--- config.mk ---
export PLATFORM = sky130hd
export DESIGN_NAME = nmea_sentence_checker_unit
export DESIGN_NICKNAME = d
export VERILOG_FILES = /design/src/rtl/core/nsc_pkg.sv /design/src/rtl/core/nmea_sentence_checker_unit.sv
export SDC_FILE = /design/constraint.sdc
export NUM_CORES = 1
export LEC_CHECK = 0
export BUFFER_PORTS_ARGS = -buffer_cell sky130_fd_sc_hd__buf_4
export CORE_UTILIZATION = 55
export CTS_CLUSTER_SIZE = 40
export DETAILED_ROUTE_END_ITERATION = 8
export PLACE_DENSITY = 0.74
export SLEW_MARGIN = 10
export SYNTH_ARGS = -nofsm -noshare
export SYNTH_HDL_FRONTEND = slang
export SYNTH_SLANG_ARGS = --single-unit
--- constraint.sdc ---
create_clock -name clk -period 4.6 [get_ports clk]
set_input_delay 0.46 -clock clk [delete_from_list [all_inputs] [get_ports clk]]
set_output_delay 0.46 -clock clk [all_outputs]
set_load 0.05 [all_outputs]
--- src/rtl/core/nsc_pkg.sv ---
`default_nettype none

package nsc_pkg;

  localparam int MAX_FIELDS = 32;
  // comma counter saturates at MAX_FIELDS - 1, field count reaches MAX_FIELDS
  localparam int COMMA_W = $clog2(MAX_FIELDS);
  localparam int COUNT_W = $clog2(MAX_FIELDS + 1);

  localparam logic [7:0] CH_DOLLAR = 8'h24;
  localparam logic [7:0] CH_STAR   = 8'h2A;
  localparam logic [7:0] CH_COMMA  = 8'h2C;

  localparam logic [23:0] TAG_RMC = 24'h524D43;
  localparam logic [23:0] TAG_GGA = 24'h474741;
  localparam logic [23:0] TAG_MWV = 24'h4D5756;

  typedef enum logic [2:0] {
    ST_ACCEPTED     = 3'd0,
    ST_BAD_START    = 3'd1,
    ST_BAD_SUM      = 3'd2,
    ST_SHORT_HDR    = 3'd3,
    ST_UNKNOWN_TYPE = 3'd4
  } status_t;

  typedef enum logic [1:0] {
    KIND_UNKNOWN = 2'd0,
    KIND_RMC     = 2'd1,
    KIND_GGA     = 2'd2,
    KIND_MWV     = 2'd3
  } kind_t;

  // {valid, nibble}; invalid characters give nibble 0
  function automatic logic [4:0] hex_nibble(input logic [7:0] ch);
    logic [4:0] r;
    r = 5'd0;
    if (ch inside {[8'h30:8'h39]}) begin
      r = {1'b1, 4'(ch - 8'h30)};
    end else if (ch inside {[8'h41:8'h46]}) begin
      r = {1'b1, 4'(ch - 8'h37)};
    end else if (ch inside {[8'h61:8'h66]}) begin
      r = {1'b1, 4'(ch - 8'h57)};
    end
    return r;
  endfunction

endpackage

`default_nettype wire

--- src/rtl/core/nmea_sentence_checker_unit.sv ---
`default_nettype none

// NMEA 0183 sentence checker. Takes one sentence byte per beat, last marking the
// final byte, and delivers one verdict beat per sentence in the cycle after its
// last byte is taken. Throughput is one byte per clock: the per-byte state update
// is a single register stage, and the verdict sits in an output register, so
// in_ready drops only while a verdict waits for out_ready. After a verdict the
// scanner is back in its reset state and the next byte starts a new sentence.
module nmea_sentence_checker_unit (
  input  wire logic       clk,
  input  wire logic       rst,
  input  wire logic       in_valid,
  output logic            in_ready,
  input  wire logic [7:0] byte_req,
  input  wire logic       last,
  output logic            out_valid,
  input  wire logic       out_ready,
  output logic [2:0]      status,
  output logic [1:0]      sentence_kind,
  output logic            checksum_ok,
  output logic [5:0]      field_count
);

  // scanner state
  logic                           at_first_byte, at_first_byte_next;
  logic                           start_good, start_good_next;
  logic                           star_seen, star_seen_next;
  logic [1:0]                     hex_digits_taken, hex_digits_taken_next;
  logic [7:0]                     running_xor, running_xor_next;
  logic [7:0]                     given_sum, given_sum_next;
  logic                           hex_invalid, hex_invalid_next;
  logic                           in_header, in_header_next;
  logic [23:0]                    header_tail, header_tail_next;
  logic [1:0]                     header_length, header_length_next;
  logic [nsc_pkg::COMMA_W-1:0]    comma_total, comma_total_next;

  // state after this byte, before the end-of-sentence clear
  logic                           t_start_good, t_star_seen, t_hex_invalid, t_in_header;
  logic [1:0]                     t_hex_taken, t_hdr_len;
  logic [7:0]                     t_xor, t_sum;
  logic [23:0]                    t_tail;
  logic [nsc_pkg::COMMA_W-1:0]    t_commas;
  logic [4:0]                     nib;

  // verdict
  nsc_pkg::status_t               v_status, status_q;
  nsc_pkg::kind_t                 v_kind, kind_q;
  logic                           v_ok, ok_q;
  logic [nsc_pkg::COUNT_W-1:0]    v_count;
  logic [7:0]                     v_count8;
  logic [5:0]                     count_q;

  logic accept;

  assign in_ready = !out_valid || out_ready;
  assign accept   = in_valid && in_ready;

  always_comb begin
    t_start_good  = start_good;
    t_star_seen   = star_seen;
    t_hex_invalid = hex_invalid;
    t_in_header   = in_header;
    t_hex_taken   = hex_digits_taken;
    t_hdr_len     = header_length;
    t_xor         = running_xor;
    t_sum         = given_sum;
    t_tail        = header_tail;
    t_commas      = comma_total;
    nib           = nsc_pkg::hex_nibble(byte_req);
    if (at_first_byte) begin
      t_start_good = (byte_req == nsc_pkg::CH_DOLLAR);
    end else if (!star_seen) begin
      if (byte_req == nsc_pkg::CH_STAR) begin
        t_star_seen = 1'b1;
      end else begin
        t_xor = running_xor ^ byte_req;
        if (byte_req == nsc_pkg::CH_COMMA) begin
          t_in_header = 1'b0;
          if (comma_total != nsc_pkg::COMMA_W'(nsc_pkg::MAX_FIELDS - 1)) begin
            t_commas = comma_total + 1'b1;
          end
        end else if (in_header) begin
          t_tail = {header_tail[15:0], byte_req};
          if (header_length != 2'd3) begin
            t_hdr_len = header_length + 2'd1;
          end
        end
      end
    end else if (hex_digits_taken != 2'd2) begin
      if (!nib[4]) begin
        t_hex_invalid = 1'b1;
      end
      t_sum       = {given_sum[3:0], nib[3:0]};
      t_hex_taken = hex_digits_taken + 2'd1;
    end
  end

  always_comb begin
    v_kind = nsc_pkg::KIND_UNKNOWN;
    if (t_hdr_len == 2'd3) begin
      if (t_tail == nsc_pkg::TAG_RMC) begin
        v_kind = nsc_pkg::KIND_RMC;
      end else if (t_tail == nsc_pkg::TAG_GGA) begin
        v_kind = nsc_pkg::KIND_GGA;
      end else if (t_tail == nsc_pkg::TAG_MWV) begin
        v_kind = nsc_pkg::KIND_MWV;
      end
    end
    v_ok = t_star_seen && (t_hex_taken == 2'd2) && !t_hex_invalid && (t_sum == t_xor);
    // nothing between '$' and '*' counts as zero fields
    if (t_hdr_len == 2'd0 && t_in_header) begin
      v_count = '0;
    end else begin
      v_count = nsc_pkg::COUNT_W'(t_commas) + nsc_pkg::COUNT_W'(1);
    end
    v_count8 = 8'(v_count);
    if (!t_start_good) begin
      v_status = nsc_pkg::ST_BAD_START;
    end else if (!v_ok) begin
      v_status = nsc_pkg::ST_BAD_SUM;
    end else if (t_hdr_len != 2'd3) begin
      v_status = nsc_pkg::ST_SHORT_HDR;
    end else if (v_kind == nsc_pkg::KIND_UNKNOWN) begin
      v_status = nsc_pkg::ST_UNKNOWN_TYPE;
    end else begin
      v_status = nsc_pkg::ST_ACCEPTED;
    end
  end

  always_comb begin
    at_first_byte_next    = at_first_byte;
    start_good_next       = start_good;
    star_seen_next        = star_seen;
    hex_digits_taken_next = hex_digits_taken;
    running_xor_next      = running_xor;
    given_sum_next        = given_sum;
    hex_invalid_next      = hex_invalid;
    in_header_next        = in_header;
    header_tail_next      = header_tail;
    header_length_next    = header_length;
    comma_total_next      = comma_total;
    if (accept) begin
      if (last) begin
        at_first_byte_next    = 1'b1;
        start_good_next       = 1'b0;
        star_seen_next        = 1'b0;
        hex_digits_taken_next = 2'd0;
        running_xor_next      = 8'd0;
        given_sum_next        = 8'd0;
        hex_invalid_next      = 1'b0;
        in_header_next        = 1'b1;
        header_tail_next      = 24'd0;
        header_length_next    = 2'd0;
        comma_total_next      = '0;
      end else begin
        at_first_byte_next    = 1'b0;
        start_good_next       = t_start_good;
        star_seen_next        = t_star_seen;
        hex_digits_taken_next = t_hex_taken;
        running_xor_next      = t_xor;
        given_sum_next        = t_sum;
        hex_invalid_next      = t_hex_invalid;
        in_header_next        = t_in_header;
        header_tail_next      = t_tail;
        header_length_next    = t_hdr_len;
        comma_total_next      = t_commas;
      end
    end
  end

  always_ff @(posedge clk) begin
    if (rst) begin
      at_first_byte    <= 1'b1;
      start_good       <= 1'b0;
      star_seen        <= 1'b0;
      hex_digits_taken <= 2'd0;
      running_xor      <= 8'd0;
      given_sum        <= 8'd0;
      hex_invalid      <= 1'b0;
      in_header        <= 1'b1;
      header_tail      <= 24'd0;
      header_length    <= 2'd0;
      comma_total      <= '0;
    end else begin
      at_first_byte    <= at_first_byte_next;
      start_good       <= start_good_next;
      star_seen        <= star_seen_next;
      hex_digits_taken <= hex_digits_taken_next;
      running_xor      <= running_xor_next;
      given_sum        <= given_sum_next;
      hex_invalid      <= hex_invalid_next;
      in_header        <= in_header_next;
      header_tail      <= header_tail_next;
      header_length    <= header_length_next;
      comma_total      <= comma_total_next;
    end
  end

  // verdict register
  always_ff @(posedge clk) begin
    if (rst) begin
      out_valid <= 1'b0;
    end else if (accept && last) begin
      out_valid <= 1'b1;
    end else if (out_ready) begin
      out_valid <= 1'b0;
    end
  end

  always_ff @(posedge clk) begin
    if (accept && last) begin
      status_q <= v_status;
      kind_q   <= v_kind;
      ok_q     <= v_ok;
      count_q  <= v_count8[5:0];
    end
  end

  assign status        = status_q;
  assign sentence_kind = kind_q;
  assign checksum_ok   = ok_q;
  assign field_count   = count_q;

  a_last_gives_verdict: assert property (@(posedge clk) disable iff (rst)
    accept && last |=> out_valid)
    else $error("last beat did not produce a verdict");

  a_last_rearms: assert property (@(posedge clk) disable iff (rst)
    accept && last |=> at_first_byte && !star_seen && in_header)
    else $error("scanner not cleared after last beat");

  a_accepted_consistent: assert property (@(posedge clk) disable iff (rst)
    out_valid && status == nsc_pkg::ST_ACCEPTED |->
      checksum_ok && sentence_kind != nsc_pkg::KIND_UNKNOWN)
    else $error("accepted verdict without checksum or known type");

  a_bad_sum_flag: assert property (@(posedge clk) disable iff (rst)
    out_valid && status == nsc_pkg::ST_BAD_SUM |-> !checksum_ok)
    else $error("bad checksum status with checksum_ok set");

endmodule

`default_nettype wire
==> key figures <==
Floorplan
  • Cell Rows: 30
  • Starting Density: 0.577
  • # IOs: 27
  • Die ar.: 7590 um2
  • Die Span X: 87.1 um
  • DIE HEIGHT: 87.1 um
  • Core footprint: 6910 um2

Setup path
  • Setup CP Type: flop to flop
  • Crit. End Element: flop
  • Worst setup SP type: flop
  • Worst endpoint required time: ~4700 ps
  • Worst-path fanout max: 12
  • Arr. time, crit path: 3130 ps

Detailed routing
  • Antenna Nets Post-Route: 0
  • Number of remaining DRC errors: 0
  • Starting DRT DRC Count: 215
  • Total number of vias: between 3000 and 4000
  • Vias/cell: 6.15
  • Final wirelength: 9750 um
  • TritonRoute pass-1 iters: 4
  • Drt wl/cell: 16.4 um

Yosys
  • Most common cell in the synthesized netlist: nor2_1
  • Yosys reg bits: 67
  • Synth area leader: dfxtp_1
  • Synth unique cells: 71
  • Synth Instances: between 400 and 500
  • Synth top area cells: dfxtp_1 (28%), nor2_1 (9.4%), edfxtp_1 (9.0%), a22oi_1 (6.4%), a21oi_1 (5.9%)
  • Post-synth top flop: dfxtp_1
  • Syn nets: approximately 500
  • Synth cell count leaders: nor2_1 (100), dfxtp_1 (55), a21oi_1 (47)
  • Syn Area/Cell: 8.20 um2
  • Post-synth EDFFs: 12
  • Async set-reset flop share out of synthesis: 0
  • Sequential fraction of the synthesis area: 0.367
  • Mapped Area: 3990 um2
  • Synth top area share: 0.276
  • Yosys warning total: 0

Timing
  • Tmin final: 3020 ps
  • Worst Setup Slack, final: 1580 ps
  • Max Slew Vio Count: 0
  • # setup viols final: 0
  • Final period util: 0.656
  • Max frequency: around 330 MHz
  • Tightest Pin Transition: 1020 ps
  • Hold Vio Cnt, Final: 0
  • Setup TNS: 0 ps
  • RSZ-0062 raised after global routing: no
  • Clk_skew: 8.89 ps
  • Worst hold margin: 468 ps
  • Worst slew margin: 0.319

Global route
  • Vias in the first global route: 3346
  • Largest net degree at the start of global routing: 57
  • Initial antenna violation count: 0
  • Total GRT Usage: 0.274
  • Global route overflow: 0
  • Global-route wire length before repair: 16000 um

Layout
  • Post-route non-filler standard cell count: 594
  • Final antenna diode count: 0
  • Layout cell share with drive strength beyond 1: 0.135
  • Final instance area: 4370 um2
  • Finished Core Util: 0.632
  • P&R area growth vs syn: 9.51%
  • Final #Nets: 515

Status
  • Outcome: finished, final reports clean

Placement
  • Hpwl dp: between 6000 and 7000 um
  • Placed cell count: about 580
  • Placed inst area: 4170 um2
  • GPL Wtd Cong: 0.940
  • # port buffers: 26
  • Post-place setup slack: 1350 ps

Pwr
  • Seq pwr share: 0.489
  • Logic pwr share: 0.120
  • Net switching fraction of the power: 0.282
  • Pwr dens: approximately 290 nW/um2
  • Total power: roughly 1.3 mW
  • Clock share of power: 0.391
  • Psw: 0.354 mW
  • Leakage power: 1.56 nW
  • Maximum VDD drop: 0.165 mV
  • P_int: 0.902 mW

Clocking
  • H-Tree Level Count: 3
  • Clk_lat worst skew: 350 ps
  • TritonCTS clock tree: built
  • CTS root buf: clkbuf_8
  • Clock net sink count: 67
  • Post-CTS Setup Bufs: 0
  • CTS hold repair buffers: 0
  • TritonCTS Buffers: 9
  • Clock slew at reported path FFs: 80 ps
  • CTS resizes: 0
  • Max Root-Sink Buffers: 2

Min path
  • Hold Crit Class: input port to flop

Job
  • MaxCap Viol Count: 0
[layout by cell type, fill, tap and decap left out, types with 3 or more instances in the layout]
cell,Yosys,routed
nand3_1,11,11
nand4b_1,3,3
a32oi_1,3,3
nor3b_1,4,4
xor2_1,6,6
mux2i_1,5,5
ha_1,9,9
clkbuf_8,0,9
xnor2_1,13,13
o21ai_1,3,3
dfxtp_1,55,55
nand2_1,22,22
o211ai_1,4,4
nand2b_1,4,4
a31oi_1,8,8
nand4_1,4,4
inv_1,12,12
nand3b_1,3,3
nor3_1,13,13
and3_1,3,3
o21ai_0,11,11
nor4b_1,3,3
buf_4,1,29
a22oi_1,34,34
edfxtp_1,12,12
nor2b_1,11,11
nor4_1,3,3
nor2_1,100,100
a21oi_1,47,47
[final cells by class]
type                            instances  area (um2)
Fill cell                             640        2540
Timing Repair Buffer                   29         218
Sequential cell                        67        1460
Tap cell                               96         120
Multi-Input combinational cell        374        2330
Clock buffer                           10         128
Inverter                               12        45.0
Clock inverter                          6        65.1
[registers in the layout, summed over array words and instances, names as in the netlist]
name,cells
sentence_kind,2
given_sum,8
hex_invalid,1
header_length,2
comma_total,5
at_first_byte,1
status,3
hex_digits_taken,2
out_valid,1
start_good,1
header_tail,24
checksum_ok,1
field_count,6
star_seen,1
in_header,1
running_xor,8
[final timing paths]
path,from,endpoint,slack [ps],depth (start not counted)
min,out_ready,out_valid,470,3
min reg2reg,given_sum[7],given_sum[7],500,2
max,at_first_byte,sentence_kind[1],1580,7
max reg2reg,at_first_byte,sentence_kind[1],1580,7
[critical path: stages, from the launching register on]
cell and delay (ps):
dfxtp_1 460, or3b_2 560, a31oi_1 770, nor3b_1 100, o211ai_1 350, a211o_1 190, o21ai_1 110, and3_1 220
[per-layer routing]
metal  share of wire  track usage  up-vias
li1                -            -     1762
met1            0.46        0.354     1785
met2            0.48        0.452       92
met3           0.048       0.0645       12
met4           0.013       0.0894        0
met5               0            0        -
[cell families (layout without fill, tap and decap cells)]
logic type | count (synthesis) | in the layout | share of synthesized area
AOI/OAI and AO/OA | 129 | 129 | 0.217
adders and majority gates | 9 | 9 | 0.0282
buffers and inverters | 45 | 57 | 0.0493
muxes | 7 | 7 | 0.0182
xor gates and xnor gates | 21 | 21 | 0.0499
and+or+nand+nor | 208 | 208 | 0.271
DFF | 67 | 67 | 0.367
[power by group through the flow]
stage	Sequential [mW]	Combinational, mW	Clock (mW)
2_1_floorplan	0.640	0.0969	0
3_3_place_gp	0.627	0.148	0
3_5_place_dp	0.628	0.150	0
4_1_cts	0.614	0.150	0.499
5_1_grt	0.616	0.163	0.518
6_report	0.614	0.151	0.492
No activity file was read; power rests on OpenSTA's default activity.
